$ cat config.mk
export PLATFORM = sky130hd
export DESIGN_NAME = enable_set_table
export DESIGN_NICKNAME = d
export VERILOG_FILES = /design/src/sv/est_pkg.sv /design/src/sv/est_ram.sv /design/src/sv/enable_set_table.sv
export SDC_FILE = /design/constraint.sdc
export NUM_CORES = 1
export LEC_CHECK = 0
export ABC_AREA = 1
export BUFFER_PORTS_ARGS = -buffer_cell sky130_fd_sc_hd__buf_4
export CORE_UTILIZATION = 34
export DETAILED_ROUTE_END_ITERATION = 16
export GPL_ROUTABILITY_DRIVEN = 0
export SYNTH_ARGS = -nofsm -noshare
export SYNTH_HDL_FRONTEND = slang
export SYNTH_SLANG_ARGS = --single-unit
$ cat constraint.sdc
create_clock -name clk -period 4.5 [get_ports clk]
set_input_delay 0.675 -clock clk [delete_from_list [all_inputs] [get_ports clk]]
set_output_delay 0.675 -clock clk [all_outputs]
set_load 0.005 [all_outputs]
$ cat src/sv/est_pkg.sv
// shared types and constants for the enable set table
package est_pkg;

    localparam int CFG_W    = 5;
    localparam int STATUS_W = 3;
    localparam int SLOT_W   = 4;
    localparam int COUNT_W  = 5;
    localparam int RES_W    = STATUS_W + SLOT_W + COUNT_W;
    localparam int OUT_W    = ((RES_W + 7) / 8) * 8;

    localparam logic OP_ENABLE  = 1'b0;
    localparam logic OP_DISABLE = 1'b1;

    typedef enum logic [STATUS_W-1:0] {
        ST_ADDED     = 3'd0,
        ST_PRESENT   = 3'd1,
        ST_REMOVED   = 3'd2,
        ST_NOT_FOUND = 3'd3,
        ST_FULL      = 3'd4
    } status_t;

endpackage

$ cat src/sv/est_ram.sv
// generic single-write, single-read ram with registered read data
module est_ram #(
    parameter int WIDTH = 32,
    parameter int DEPTH = 16
) (
    input  logic                                  clk,
    input  logic                                  we,
    input  logic [((DEPTH > 1) ? $clog2(DEPTH) : 1)-1:0] waddr,
    input  logic [WIDTH-1:0]                      wdata,
    input  logic                                  re,
    input  logic [((DEPTH > 1) ? $clog2(DEPTH) : 1)-1:0] raddr,
    output logic [WIDTH-1:0]                      rdata
);

    logic [WIDTH-1:0] mem [DEPTH];
    logic [WIDTH-1:0] rdata_reg;

    always_ff @(posedge clk)
    begin
        if (we)
        begin
            mem[waddr] <= wdata;
        end
        if (re)
        begin
            rdata_reg <= mem[raddr];
        end
    end

    assign rdata = rdata_reg;

endmodule

$ cat src/sv/enable_set_table.sv
// enable set table: keeps nonzero handles in fixed slots held in a ram
//
// input channel s_axis: one beat per operation, tuser is the operation
// (0 enable, 1 disable), tdata is the handle. the handle is looked up
// in the first active_slots slots; enable inserts it into the lowest
// empty slot unless present, disable clears the matching slot.
// output channel m_axis: one beat per operation carrying status, slot
// and the number of occupied slots after the operation.
// cfg_we / cfg_wdata write active_slots; write only while idle.
// each item runs through the scan, one read a cycle over the slot ram
// with its registered read data, then a write-back state and the output
// load before the next accept; the scan ends early on a hit. a zero
// handle, or active_slots of zero, skips the scan.
// reset clears every slot (per-slot valid bits), the count and sets
// active_slots to the table depth; no clearing pass is needed.
// the result sits in an output register; while it is stalled the next
// beat is accepted and worked on, and waits only for its own result load.
module enable_set_table #(
    parameter int SLOTS       = 16,
    parameter int HANDLE_BITS = 32
) (
    input  logic                                 clk,
    input  logic                                 rst_n,
    input  logic                                 cfg_we,
    input  logic [est_pkg::CFG_W-1:0]            cfg_wdata,
    input  logic                                 s_axis_tvalid,
    output logic                                 s_axis_tready,
    // handle
    input  logic [((HANDLE_BITS + 7) / 8) * 8-1:0] s_axis_tdata,
    // func
    input  logic                                 s_axis_tuser,
    output logic                                 m_axis_tvalid,
    input  logic                                 m_axis_tready,
    // status, slot, entry_count, zero pad
    output logic [est_pkg::OUT_W-1:0]            m_axis_tdata
);

    localparam int AW   = (SLOTS > 1) ? $clog2(SLOTS) : 1;
    localparam int LW   = $clog2(SLOTS + 1);
    localparam int AS_W = (LW > est_pkg::CFG_W) ? LW : est_pkg::CFG_W;
    localparam int PAD_W = est_pkg::OUT_W - est_pkg::RES_W;

    typedef enum logic [1:0] {
        S_IDLE,
        S_SCAN,
        S_WRITE,
        S_OUT
    } state_t;

    state_t                      state_reg;
    state_t                      state_next;
    logic [AS_W-1:0]             active_reg;
    logic                        func_reg;
    logic [HANDLE_BITS-1:0]      handle_reg;
    logic                        zero_reg;
    logic [LW-1:0]               lim_reg;
    logic [LW-1:0]               lim_next;
    logic [LW-1:0]               issue_reg;
    logic                        pending_reg;
    logic [AW-1:0]               pend_idx_reg;
    logic                        vld_q_reg;
    logic                        hit_reg;
    logic [AW-1:0]               hit_idx_reg;
    logic                        empty_found_reg;
    logic [AW-1:0]               empty_idx_reg;
    logic [LW-1:0]               count_reg;
    logic [SLOTS-1:0]            valid_reg;
    est_pkg::status_t            res_status_reg;
    logic [est_pkg::SLOT_W-1:0]  res_slot_reg;
    logic                        out_valid_reg;
    logic [est_pkg::OUT_W-1:0]   out_data_reg;

    logic                        in_accept;
    logic                        issue_go;
    logic [HANDLE_BITS-1:0]      ram_rdata;
    logic [HANDLE_BITS-1:0]      key_eff;
    logic                        match;
    logic                        last;
    logic                        ins;
    logic                        rem;
    logic                        out_free;
    logic [HANDLE_BITS-1:0]      in_handle;

    assign in_handle = s_axis_tdata[HANDLE_BITS-1:0];
    assign in_accept = s_axis_tvalid && s_axis_tready;
    assign s_axis_tready = (state_reg == S_IDLE);
    assign lim_next = (32'(active_reg) > SLOTS) ? LW'(SLOTS) : LW'(active_reg);
    assign issue_go = (state_reg == S_SCAN) && (issue_reg != lim_reg);
    assign key_eff  = vld_q_reg ? ram_rdata : '0;
    assign match    = pending_reg && (key_eff == handle_reg);
    assign last     = pending_reg && ((LW'(pend_idx_reg) + LW'(1)) == lim_reg);
    assign ins      = !zero_reg && (func_reg == est_pkg::OP_ENABLE) && !hit_reg
                      && empty_found_reg;
    assign rem      = !zero_reg && (func_reg == est_pkg::OP_DISABLE) && hit_reg;
    assign out_free = !out_valid_reg || m_axis_tready;

    est_ram #(
        .WIDTH (HANDLE_BITS),
        .DEPTH (SLOTS)
    ) u_keys (
        .clk   (clk),
        .we    ((state_reg == S_WRITE) && ins),
        .waddr (empty_idx_reg),
        .wdata (handle_reg),
        .re    (issue_go),
        .raddr (issue_reg[AW-1:0]),
        .rdata (ram_rdata)
    );

    always_comb
    begin
        state_next = state_reg;
        unique case (state_reg)
            S_IDLE:
            begin
                if (in_accept)
                begin
                    state_next = ((in_handle == '0) || (lim_next == '0)) ? S_WRITE : S_SCAN;
                end
            end
            S_SCAN:
            begin
                if (match || last)
                begin
                    state_next = S_WRITE;
                end
            end
            S_WRITE:
            begin
                state_next = S_OUT;
            end
            S_OUT:
            begin
                if (out_free)
                begin
                    state_next = S_IDLE;
                end
            end
            default:
            begin
                state_next = S_IDLE;
            end
        endcase
    end

    always_ff @(posedge clk or negedge rst_n)
    begin
        if (!rst_n)
        begin
            state_reg       <= S_IDLE;
            active_reg      <= AS_W'(SLOTS);
            count_reg       <= '0;
            valid_reg       <= '0;
            out_valid_reg   <= 1'b0;
            pending_reg     <= 1'b0;
            hit_reg         <= 1'b0;
            empty_found_reg <= 1'b0;
        end
        else
        begin
            state_reg <= state_next;

            if (cfg_we)
            begin
                active_reg <= AS_W'(cfg_wdata);
            end

            // accept and clear the scan state
            if (in_accept)
            begin
                func_reg        <= s_axis_tuser;
                handle_reg      <= in_handle;
                zero_reg        <= (in_handle == '0);
                lim_reg         <= lim_next;
                issue_reg       <= '0;
                pending_reg     <= 1'b0;
                hit_reg         <= 1'b0;
                empty_found_reg <= 1'b0;
            end

            // scan: one read issued and one key compared per cycle
            if (state_reg == S_SCAN)
            begin
                pending_reg <= issue_go;
                if (issue_go)
                begin
                    issue_reg    <= issue_reg + LW'(1);
                    pend_idx_reg <= issue_reg[AW-1:0];
                    vld_q_reg    <= valid_reg[issue_reg[AW-1:0]];
                end
                if (match)
                begin
                    hit_reg     <= 1'b1;
                    hit_idx_reg <= pend_idx_reg;
                end
                else if (pending_reg && (key_eff == '0) && !empty_found_reg)
                begin
                    empty_found_reg <= 1'b1;
                    empty_idx_reg   <= pend_idx_reg;
                end
            end

            // write back and form the result
            if (state_reg == S_WRITE)
            begin
                if (ins)
                begin
                    valid_reg[empty_idx_reg] <= 1'b1;
                    count_reg                <= count_reg + LW'(1);
                end
                if (rem)
                begin
                    valid_reg[hit_idx_reg] <= 1'b0;
                    if (count_reg != '0)
                    begin
                        count_reg <= count_reg - LW'(1);
                    end
                end
                priority if (zero_reg)
                begin
                    res_status_reg <= est_pkg::ST_PRESENT;
                    res_slot_reg   <= '0;
                end
                else if (func_reg == est_pkg::OP_ENABLE)
                begin
                    if (hit_reg)
                    begin
                        res_status_reg <= est_pkg::ST_PRESENT;
                        res_slot_reg   <= est_pkg::SLOT_W'(hit_idx_reg);
                    end
                    else if (empty_found_reg)
                    begin
                        res_status_reg <= est_pkg::ST_ADDED;
                        res_slot_reg   <= est_pkg::SLOT_W'(empty_idx_reg);
                    end
                    else
                    begin
                        res_status_reg <= est_pkg::ST_FULL;
                        res_slot_reg   <= '0;
                    end
                end
                else
                begin
                    if (hit_reg)
                    begin
                        res_status_reg <= est_pkg::ST_REMOVED;
                        res_slot_reg   <= est_pkg::SLOT_W'(hit_idx_reg);
                    end
                    else
                    begin
                        res_status_reg <= est_pkg::ST_NOT_FOUND;
                        res_slot_reg   <= '0;
                    end
                end
            end

            // output register
            if ((state_reg == S_OUT) && out_free)
            begin
                out_valid_reg <= 1'b1;
                out_data_reg  <= {{PAD_W{1'b0}},
                                  est_pkg::COUNT_W'(count_reg),
                                  res_slot_reg,
                                  res_status_reg};
            end
            else if (m_axis_tready)
            begin
                out_valid_reg <= 1'b0;
            end
        end
    end

    assign m_axis_tvalid = out_valid_reg;
    assign m_axis_tdata  = out_data_reg;

`ifndef SYNTH
    a_count_matches_valid: assert property (@(posedge clk) disable iff (!rst_n)
        32'(count_reg) == $countones(valid_reg))
        else $error("occupied count differs from valid slots");

    a_one_item_at_a_time: assert property (@(posedge clk) disable iff (!rst_n)
        in_accept |=> !s_axis_tready)
        else $error("second beat accepted during a lookup");

    a_result_from_out_state: assert property (@(posedge clk) disable iff (!rst_n)
        $rose(m_axis_tvalid) |-> $past(state_reg) == S_OUT)
        else $error("result raised outside the output state");
`endif

endmodule
# Yosys cells after proc, flatten, opt, wreduce, memory -nomap -nowiden
# Memories as Yosys holds them, arrays and structs flattened. A register that Yosys moved wholly into a read port is not among the register bits.
# Index checks and enable logic that the tools add are counted.
# totals
memories,1
output_inout_bits,18
mem_bits_rw,512
input_bits,43
regBits,108
# memory_table
memory,depth,width,rd,rd_ports_with_merged_regs,wr,line,rtl
u_keys.mem,16,32,1,1,1,est_ram.sv:15,logic [WIDTH-1:0] mem [DEPTH];
# op_classes
addsub,4
reduce_logical,36
muxes,43
n_bitwise,5
n_eq_ne,9
n_lt_le_gt_ge,6
# op_table
op,n
$logic_not A32 Y1,2
$mux W16,3
$mux W5,7
$eq A32 B32 Y1,1
$mux W32,1
$mux W1,17
$and A16 B16 Y16,1
$mux W4,4
$not A16 Y16,1
$or A16 B16 Y16,1
$logic_and A1 B1 Y1,15
$lt A4 B5 Y1 const B,3
$add A5 B1 Y5 const B,2
$mux W3,3
$reduce_and A3 Y1,3
$demux W1 S4,2
$ge A4 B1 Y1 const B,2
$mux W2,4
$pmux W2 S4,1
$reduce_and A2 Y1,3
$add A4 B1 Y5 const B,1
$eq A5 B5 Y1,1
$gt A5 B5 Y1 const B,1
$logic_not A5 Y1,1
14 further kinds,23

# Longest topological paths before layout
# Gate-level depths: netlist of run 1.
# depth
ltp_word,9
mapped_depth,15
mapped_depth_nobuf,13

# Hierarchy
# Synthesis of run 1 repeated with hierarchy kept, for this count alone.
# hier_totals
cells_unflattened,2736
hier_area_um2,28630.0
# modules_own_cells
module,seq_area_each_um2,cells_each,instances,area_each_um2
est_ram,16335.7,2120,1,23050.9
enable_set_table,3084.2,616,1,5579.1

# Worst setup path after synthesis of run 1
# No wires, ideal clock.
# synth_timing
path_type,reg-to-reg
startpoint,reg state_reg[0]
endpoint,mem u_keys.mem[11][0] (enable)
path_slack_ns,1.212
arrival_ns,2.845
period_less_slack_ns,3.288
required_time_ns,4.057
stages_incl_launch_ff,7
cell_sequence,dfrtp_1 inv_1 ha_1 inv_1 nor2_4 inv_2 nor4_2
# synth_between
elab_chain_cells,4
# synth_lines
element,line,rtl
from (decl),enable_set_table.sv:50,state_t state_reg;
from (signal assigned),enable_set_table.sv:161,state_reg <= state_next;
$eq A2 B2 Y1,enable_set_table.sv:102,".we ((state_reg == S_WRITE) && ins),"
$logic_and A1 B1 Y1,enable_set_table.sv:102,
$mux W1,est_ram.sv:20,if (we)
$mux W1 (not written as such),est_ram.sv:22,mem[waddr] <= wdata;
to (decl),est_ram.sv:15,
# No other way between the ends.

# Worst setup path in the final report of run 1
# layout_timing
startpoint,reg vld_q_reg
endpoint,reg hit_idx_reg[1] (enable)
# layout_between
elab_chain_cells,4
# layout_lines
element,line,rtl
from (decl),enable_set_table.sv:61,logic vld_q_reg;
from (signal assigned),enable_set_table.sv:189,vld_q_reg <= valid_reg[issue_reg[AW-1:0]];
$mux W32,enable_set_table.sv:89,assign key_eff = vld_q_reg ? ram_rdata : '0;
$eq A32 B32 Y1,enable_set_table.sv:90,assign match = pending_reg && (key_eff == handle_reg);
$logic_and A1 B1 Y1,enable_set_table.sv:90,
$reduce_and A3 Y1 (no line),n/a,
to (signal assigned),enable_set_table.sv:194,hit_idx_reg <= pend_idx_reg;
to (decl),enable_set_table.sv:63,logic [AW-1:0] hit_idx_reg;
# No other way between the ends.
# A chain may end at the register's enable or synchronous reset.

==> results of run 1 <==
==> cell usage after synthesis, types with 8 or more instances <==
cell type,instances
ha_1,8
nand4_1,16
o211ai_1,8
dfrtp_1,31
nand2_1,195
inv_1,67
o22ai_1,79
nand2_2,10
nand3_1,97
buf_2,28
o21ai_0,286
o221ai_1,60
nor3_1,8
xnor2_1,12
a21oi_1,21
clkbuf_1,68
xor2_1,10
edfxtp_1,620
nor2_1,370
==> report_power, final <==
| group | total [W] | internal (W) | switching, W |
|---|---|---|---|
| sequential | 0.00743 | 0.00713 | 0.000293 |
| combinational | 0.00412 | 0.00119 | 0.00293 |
| clock | 0.00518 | 0.00296 | 0.00222 |
==> cells by family after synthesis <==
family                   after synthesis  share of synthesized area (%)
AND/OR/NAND/NOR                      717                           11.4
flip-flops                           652                           74.1
AO/OA/AOI/OAI                        459                           10.1
buffers and inverters                193                           3.26
XOR/XNOR                              22                          0.735
adder cells (fa/ha/maj)                8                          0.382
other                                  1                         0.0143
==> layout make-up <==
cell class,count,share of cell area (%)
sequential,652,65.0
clock buffer,97,6.44
inverter,77,0.988
clock inverter,22,0.323
timing repair buffer,97,2.61
multi-input combinational,1210,20.3
tap,1030,4.31
==> through the flow <==
step           power [W]  utilization, %  cell area (µm²)
6_report          0.0167            39.3            29900
2_1_floorplan     0.0102               -            26200
3_5_place_dp      0.0116            36.6            27900
3_3_place_gp      0.0116            36.6            27900
5_1_grt           0.0175            39.3            29900
4_1_cts           0.0168            39.3            29900
==> worst max path at each step <==
stage | endpoint | depth (start not counted)
3_5_place_dp | hit_idx_reg[1] | 11
4_1_cts | hit_idx_reg[1] | 11
2_1_floorplan | u_keys.mem[11][0] | 6
3_3_place_gp | hit_idx_reg[0] | 11
6_report | hit_idx_reg[1] | 11
5_1_grt | hit_idx_reg[1] | 11
==> cell usage in the layout (no fill, tap or decap), types with 31 or more instances in the layout <==
cell type,instances
nand3_1,97
dfrtp_1,31
nor2_1,356
clkbuf_16,71
o221ai_1,60
o21ai_0,286
o22ai_1,79
inv_1,65
nand2_1,195
buf_4,93
edfxtp_1,620
==> critical path: stages (launching register included) <==
cell	delay (ns)
edfxtp_1	1.24
buf_4	0.36
nand2_1	0.10
nand2_1	0.08
nand2_1	0.07
nor2_1	0.11
nand4_1	0.09
nor2_1	0.14
nand2_1	0.06
nor2_1	0.08
nand3_1	0.14
nor2_1	0.31
==> per-layer routing <==
| metal | global-route usage (%) | up-vias |
|---|---|---|
| li1 | - | 7616 |
| met5 | 0 | - |
| met2 | 28.3 | 634 |
| met1 | 22.8 | 8367 |
| met4 | 6.11 | 0 |
| met3 | 2.89 | 123 |
==> reports/metrics.yaml, run 1 <==
run_status:
  status: "finished, final reports clean"
finish:
  num_antenna_cells: 0
  largest_reg_flops: 512
  register_area_mm2: 0.0194
  layout.nets: 2155
  drive_above_1_share_pct: 10.4
  area_delta_synth_final_pct: 13.9
  multi_input_area_mm2: 0.00607
  instances_no_fill: 3185
  nFillCells: 7124
sta:
  hold_viol_final: 0
  holdWs_ns: 0.0805
  fin_setup_tns_ns: 0
  rsz0062_at_grt: "no"
  setup_viol: 0
  max_freq_ghz: 0.316
  slew_viol_final: 0
  finalClockSkew_ns: 0.0252
  min_period_ns: 3.17
  slew-limit-headroom_pct: 9.97
  period_share_pct: 70.4
  setup_ws_ns: 1.33
  tightest_slew_ns: 1.35
routing:
  met1_length_mm: 28.5
  wl_met3_mm: 4.56
  drtAntennaViolNets: 0
  wl_mm: 67.1
  wire_per_inst_um: 21.1
  vias: 16700
  drt_iter0_markers: 1817
  route.detailed.drc: 0
  vias_per_cell: 5.26
  dr.pass1.iters: 6
  dr_wl_met2_mm: 32.1
  top_layer: "met4"
clocking:
  post_cts_buffers: 0
  cts.clk_slew.worst_paths_ns: 0.06
  hold_buffers: 0
  cts_resized: 0
  cts_root_buf: "clkbuf_16"
  cts_buffer_depth: 3
  clk_latency_ns: 0.60
  cts_tree: "done"
  h-tree-depth: 3
  cts-buffers-inserted: 66
  clkSinkCount: 652
worst_setup_path:
  r2r_slack_ns: 1.33
  r2r_cells: 11
  worstSetupPathType: "reg2reg"
  r2r_start: "vld_q_reg"
  worstPathArrival_ns: 3.42
  cp_max_fo: 38
  r2r_end: "hit_idx_reg[1]"
  startpoint: "vld_q_reg"
  worstSetupEndpointType: "flop"
  worstPathRequired_ns: 4.75
  cp-start-kind: "flop"
synthesis:
  synth_edf_count: 620
  synth_cell_types: 42
  synthCells: 2052
  syn_area_per_cell_um2: 12.8
  ys.flop_type: "edfxtp_1"
  synth_area_leader_cell: "edfxtp_1"
  ys_seq_elements: 652
  yosysWarnings: 0
  synth_top_cell_area_share_pct: 71.0
  ys_seq_area_share_pct: 74.1
  synth_area_leaders: "edfxtp_1, o21ai_0, nor2_1, dfrtp_1, nand2_1"
  syn_area_mm2: 0.0262
  async_reset_ff_share_pct: 4.91
hold_path:
  hold_class: "in2async"
placed_design:
  dpl.hpwl_mm: 38.5
  place_inst: 3066
  pre_cts_ws_ns: 1.47
  io_buffers: 56
global_routing:
  grt_max_degree: 270
  grt_pass1_vias: 16400
  gr-usage-all-layers_pct: 17.2
  overflow: 0
  antenna_found_initial: 0
  grt_pass1_wl_mm: 102
floorplan:
  dieArea_mm2: 0.0782
  die_x_um: 280
  fp.coreArea_mm2: 0.0761
  io_pins: 61
  die_h_um: 280
  rows: 101
  start_util_pct: 34.5
flow_run:
  maxCapViolCount: 0
power_and_ir_drop:
  total_leakage_power_nw: 9.98
  pwr_density_cell_mw_per_mm2: 560
  ir_drop_mv: 0.429
Note: power is estimated with default switching activity, not from simulation.
==> inputs of run 2 (changes only) <==
==> constraint.sdc (replaced) <==
create_clock -name clk -period 2.7 [get_ports clk]
set_input_delay 0.405 -clock clk [delete_from_list [all_inputs] [get_ports clk]]
set_output_delay 0.405 -clock clk [all_outputs]
set_load 0.005 [all_outputs]
==> reports/metrics.yaml, run 2 (synthesis gave the netlist of run 1 again) <==
power_and_ir_drop:
  power_w: 0.0289  # +73%
  total_leakage_power_nw: 10.5  # +5.4%
  pwr_density_cell_mw_per_mm2: 932  # +66%
  p_sw_share_pct: 32.1  # -0.46 points
  power.share.sequential_pct: 42.6  # -1.8 points
  ir_drop_mv: 0.463  # +7.9%
  combPwrFrac_pct: 25.0  # +0.4 points
  internal-power_w: 0.0196  # +74%
  p_switching_w: 0.00928  # +70%
  power_frac_clock_pct: 32.4  # +1.4 points
global_routing:
  grt_max_degree: 108  # -60%
  grt_pass1_vias: 16900  # +2.8%
  gr-usage-all-layers_pct: 17.7  # +0.49 points
  grt_pass1_wl_mm: 105  # +2.9%
  overflow: 0  # unchanged
  antenna_found_initial: 0  # unchanged
worst_setup_path:
  cp_max_fo: 18  # -53%
  r2r_start: "state_reg[0]"
  worstPathRequired_ns: 2.95  # -1.80 ns
  cp-start-kind: "flop"
  r2r_cells: 7  # -4
  r2r_slack_ns: 0.28  # -1.05 ns
  slowest_delay_ns: 0.42  # -0.82 ns
  worstSetupEndpointType: "flop"
  worstPathArrival_ns: 2.66  # -0.76 ns
  critPathSlowestCell: "dfrtp_1"
  r2r_end: "u_keys.mem[8][20]"
  worstSetupPathType: "reg2reg"
  path_cells: "inv_1 -> ha_1 -> inv_1 -> nor2_4 -> nand3_1 -> nor2_4 -> buf_4"
finish:
  nFillCells: 7051  # -1.0%
  layout_commonest_cell: "edfxtp_1"
  largest_reg_flops: 512  # unchanged
  layout.nets: 2240  # +3.9%
  final_cell_mix: "edfxtp_1, nor2_1, o21ai_0"
  area_delta_synth_final_pct: 18.4
  final_util_pct: 40.8  # +1.5 points
  drive_above_1_share_pct: 12.6  # +2.2 points
  num_antenna_cells: 0  # unchanged
  register_area_mm2: 0.0194  # unchanged
  multi_input_area_mm2: 0.00607  # unchanged
sta:
  tightest_slew_ns: 0.652  # -0.699 ns
  rsz0062_at_grt: "no"
  hold_viol_final: 0  # unchanged
  setup_viol: 0  # unchanged
  finalClockSkew_ns: 0.0222  # -0.00299 ns
  max_freq_ghz: 0.414  # +31%
  slew-limit-headroom_pct: 56.2  # +46 points
  min_period_ns: 2.42  # -0.749 ns
  fin_setup_tns_ns: 0  # unchanged
  slew_viol_final: 0  # unchanged
  holdWs_ns: 0.0224  # -0.0581 ns
  setup_ws_ns: 0.283  # -1.05 ns
  period_share_pct: 89.5  # +19 points
hold_path:
  min_path_cells: 3
  worstHoldStart: "cfg_wdata[1]"
  min_to: "active_reg[1]"
  hold_class: "in2reg"
floorplan:
  io_pins: 61  # unchanged
  start_util_pct: 34.5  # unchanged
  rows: 101  # unchanged
  dieArea_mm2: 0.0782  # unchanged
  fp.coreArea_mm2: 0.0761  # unchanged
  die_x_um: 280  # unchanged
  die_h_um: 280  # unchanged
clocking:
  clk_latency_ns: 0.61  # about the same
  cts_buffer_depth: 3  # unchanged
  cts.clk_slew.worst_paths_ns: 0.06  # about the same
  cts-buffers-inserted: 69  # +4.5%
  cts_root_buf: "clkbuf_16"
  clkSinkCount: 652  # unchanged
  h-tree-depth: 3  # unchanged
  post_cts_buffers: 0  # unchanged
  cts_tree: "done"
routing:
  dr.pass1.iters: 6  # unchanged
  wl_mm: 68.8  # +2.4%
  vias: 17200  # +2.6%
  route.detailed.drc: 0  # unchanged
  drtAntennaViolNets: 0  # unchanged
  drt_iter0_markers: 1974  # +8.6%
  wire_per_inst_um: 21.0  # -0.36%
  vias_per_cell: 5.25  # -0.12%
run_status:
  status: "finished, final reports clean"
placed_design:
  io_buffers: 56  # unchanged
  pre_cts_ws_ns: 0.310  # -1.16 ns
  dpl.hpwl_mm: 40.8  # +6.0%
flow_run:
  maxCapViolCount: 0  # unchanged
## run 2: critical path: cells and delay by family (launching register included)
kind	cells	cell delay [ns]
and+or+nand+nor	3	0.73
adders and majority gates	1	0.29
DFF	1	0.42
buffers and inverters	3	0.62
## run 2: final cells by class
cell class / count / share of cell area, %
clock buffers: 83 / 5.87
clock inverters: 42 / 1.35
inverters: 77 / 0.951
multi-input cells: 1210 / 19.6
flip-flops and latches: 652 / 62.6
well taps: 1030 / 4.15
repair buffers: 179 / 5.55
## run 2: how the worst max path moves through the flow
stage,start,end,slack (ns),cells after the start
after global placement,state_reg[0],u_keys.mem[8][17],0.38,7
after CTS,state_reg[0],u_keys.mem[8][20],0.28,7
after global routing,state_reg[0],u_keys.mem[8][20],0.15,7
final,state_reg[0],u_keys.mem[8][20],0.28,7
after floorplan,state_reg[0],u_keys.mem[0][0],-0.23,6
after detailed placement,state_reg[0],u_keys.mem[8][18],0.31,7
## run 2: per-stage QoR
| stage | cell area (µm²) | std cells |
|---|---|---|
| detailed placement | 28400 | 3111 |
| finish | 31000 | 3273 |
| global placement | 28400 | 3111 |
| global route | 31000 | 3273 |
| CTS | 31000 | 3273 |
| floorplan | 26200 | 2055 |
## run 2: power by group through the flow
stage | clock, W | sequential [W] | combinational [W]
after floorplan | 0 | 0.0124 | 0.00459
after global placement | 0 | 0.0125 | 0.00701
after detailed placement | 0 | 0.0125 | 0.00715
after CTS | 0.00951 | 0.0123 | 0.00725
after global routing | 0.00991 | 0.0124 | 0.00795
final | 0.00938 | 0.0123 | 0.00723
## run 2: repair_timing
| item | 4_1_cts | 5_1_grt |
|---|---|---|
| endpoints found under the hold margin | 67 | 0 |
| hold buffers | 37 | 0 |
| gates resized for setup | 0 | 0 |
## run 2: routing by layer
metal  GRT usage, %  vias to the layer above  wire length [µm]
li1               -                     7799                 -
met4           5.93                        0              2140
met5              0                        -                 0
met2           28.4                      707             32300
met1           23.9                     8543             28900
met3           3.49                      133              5420
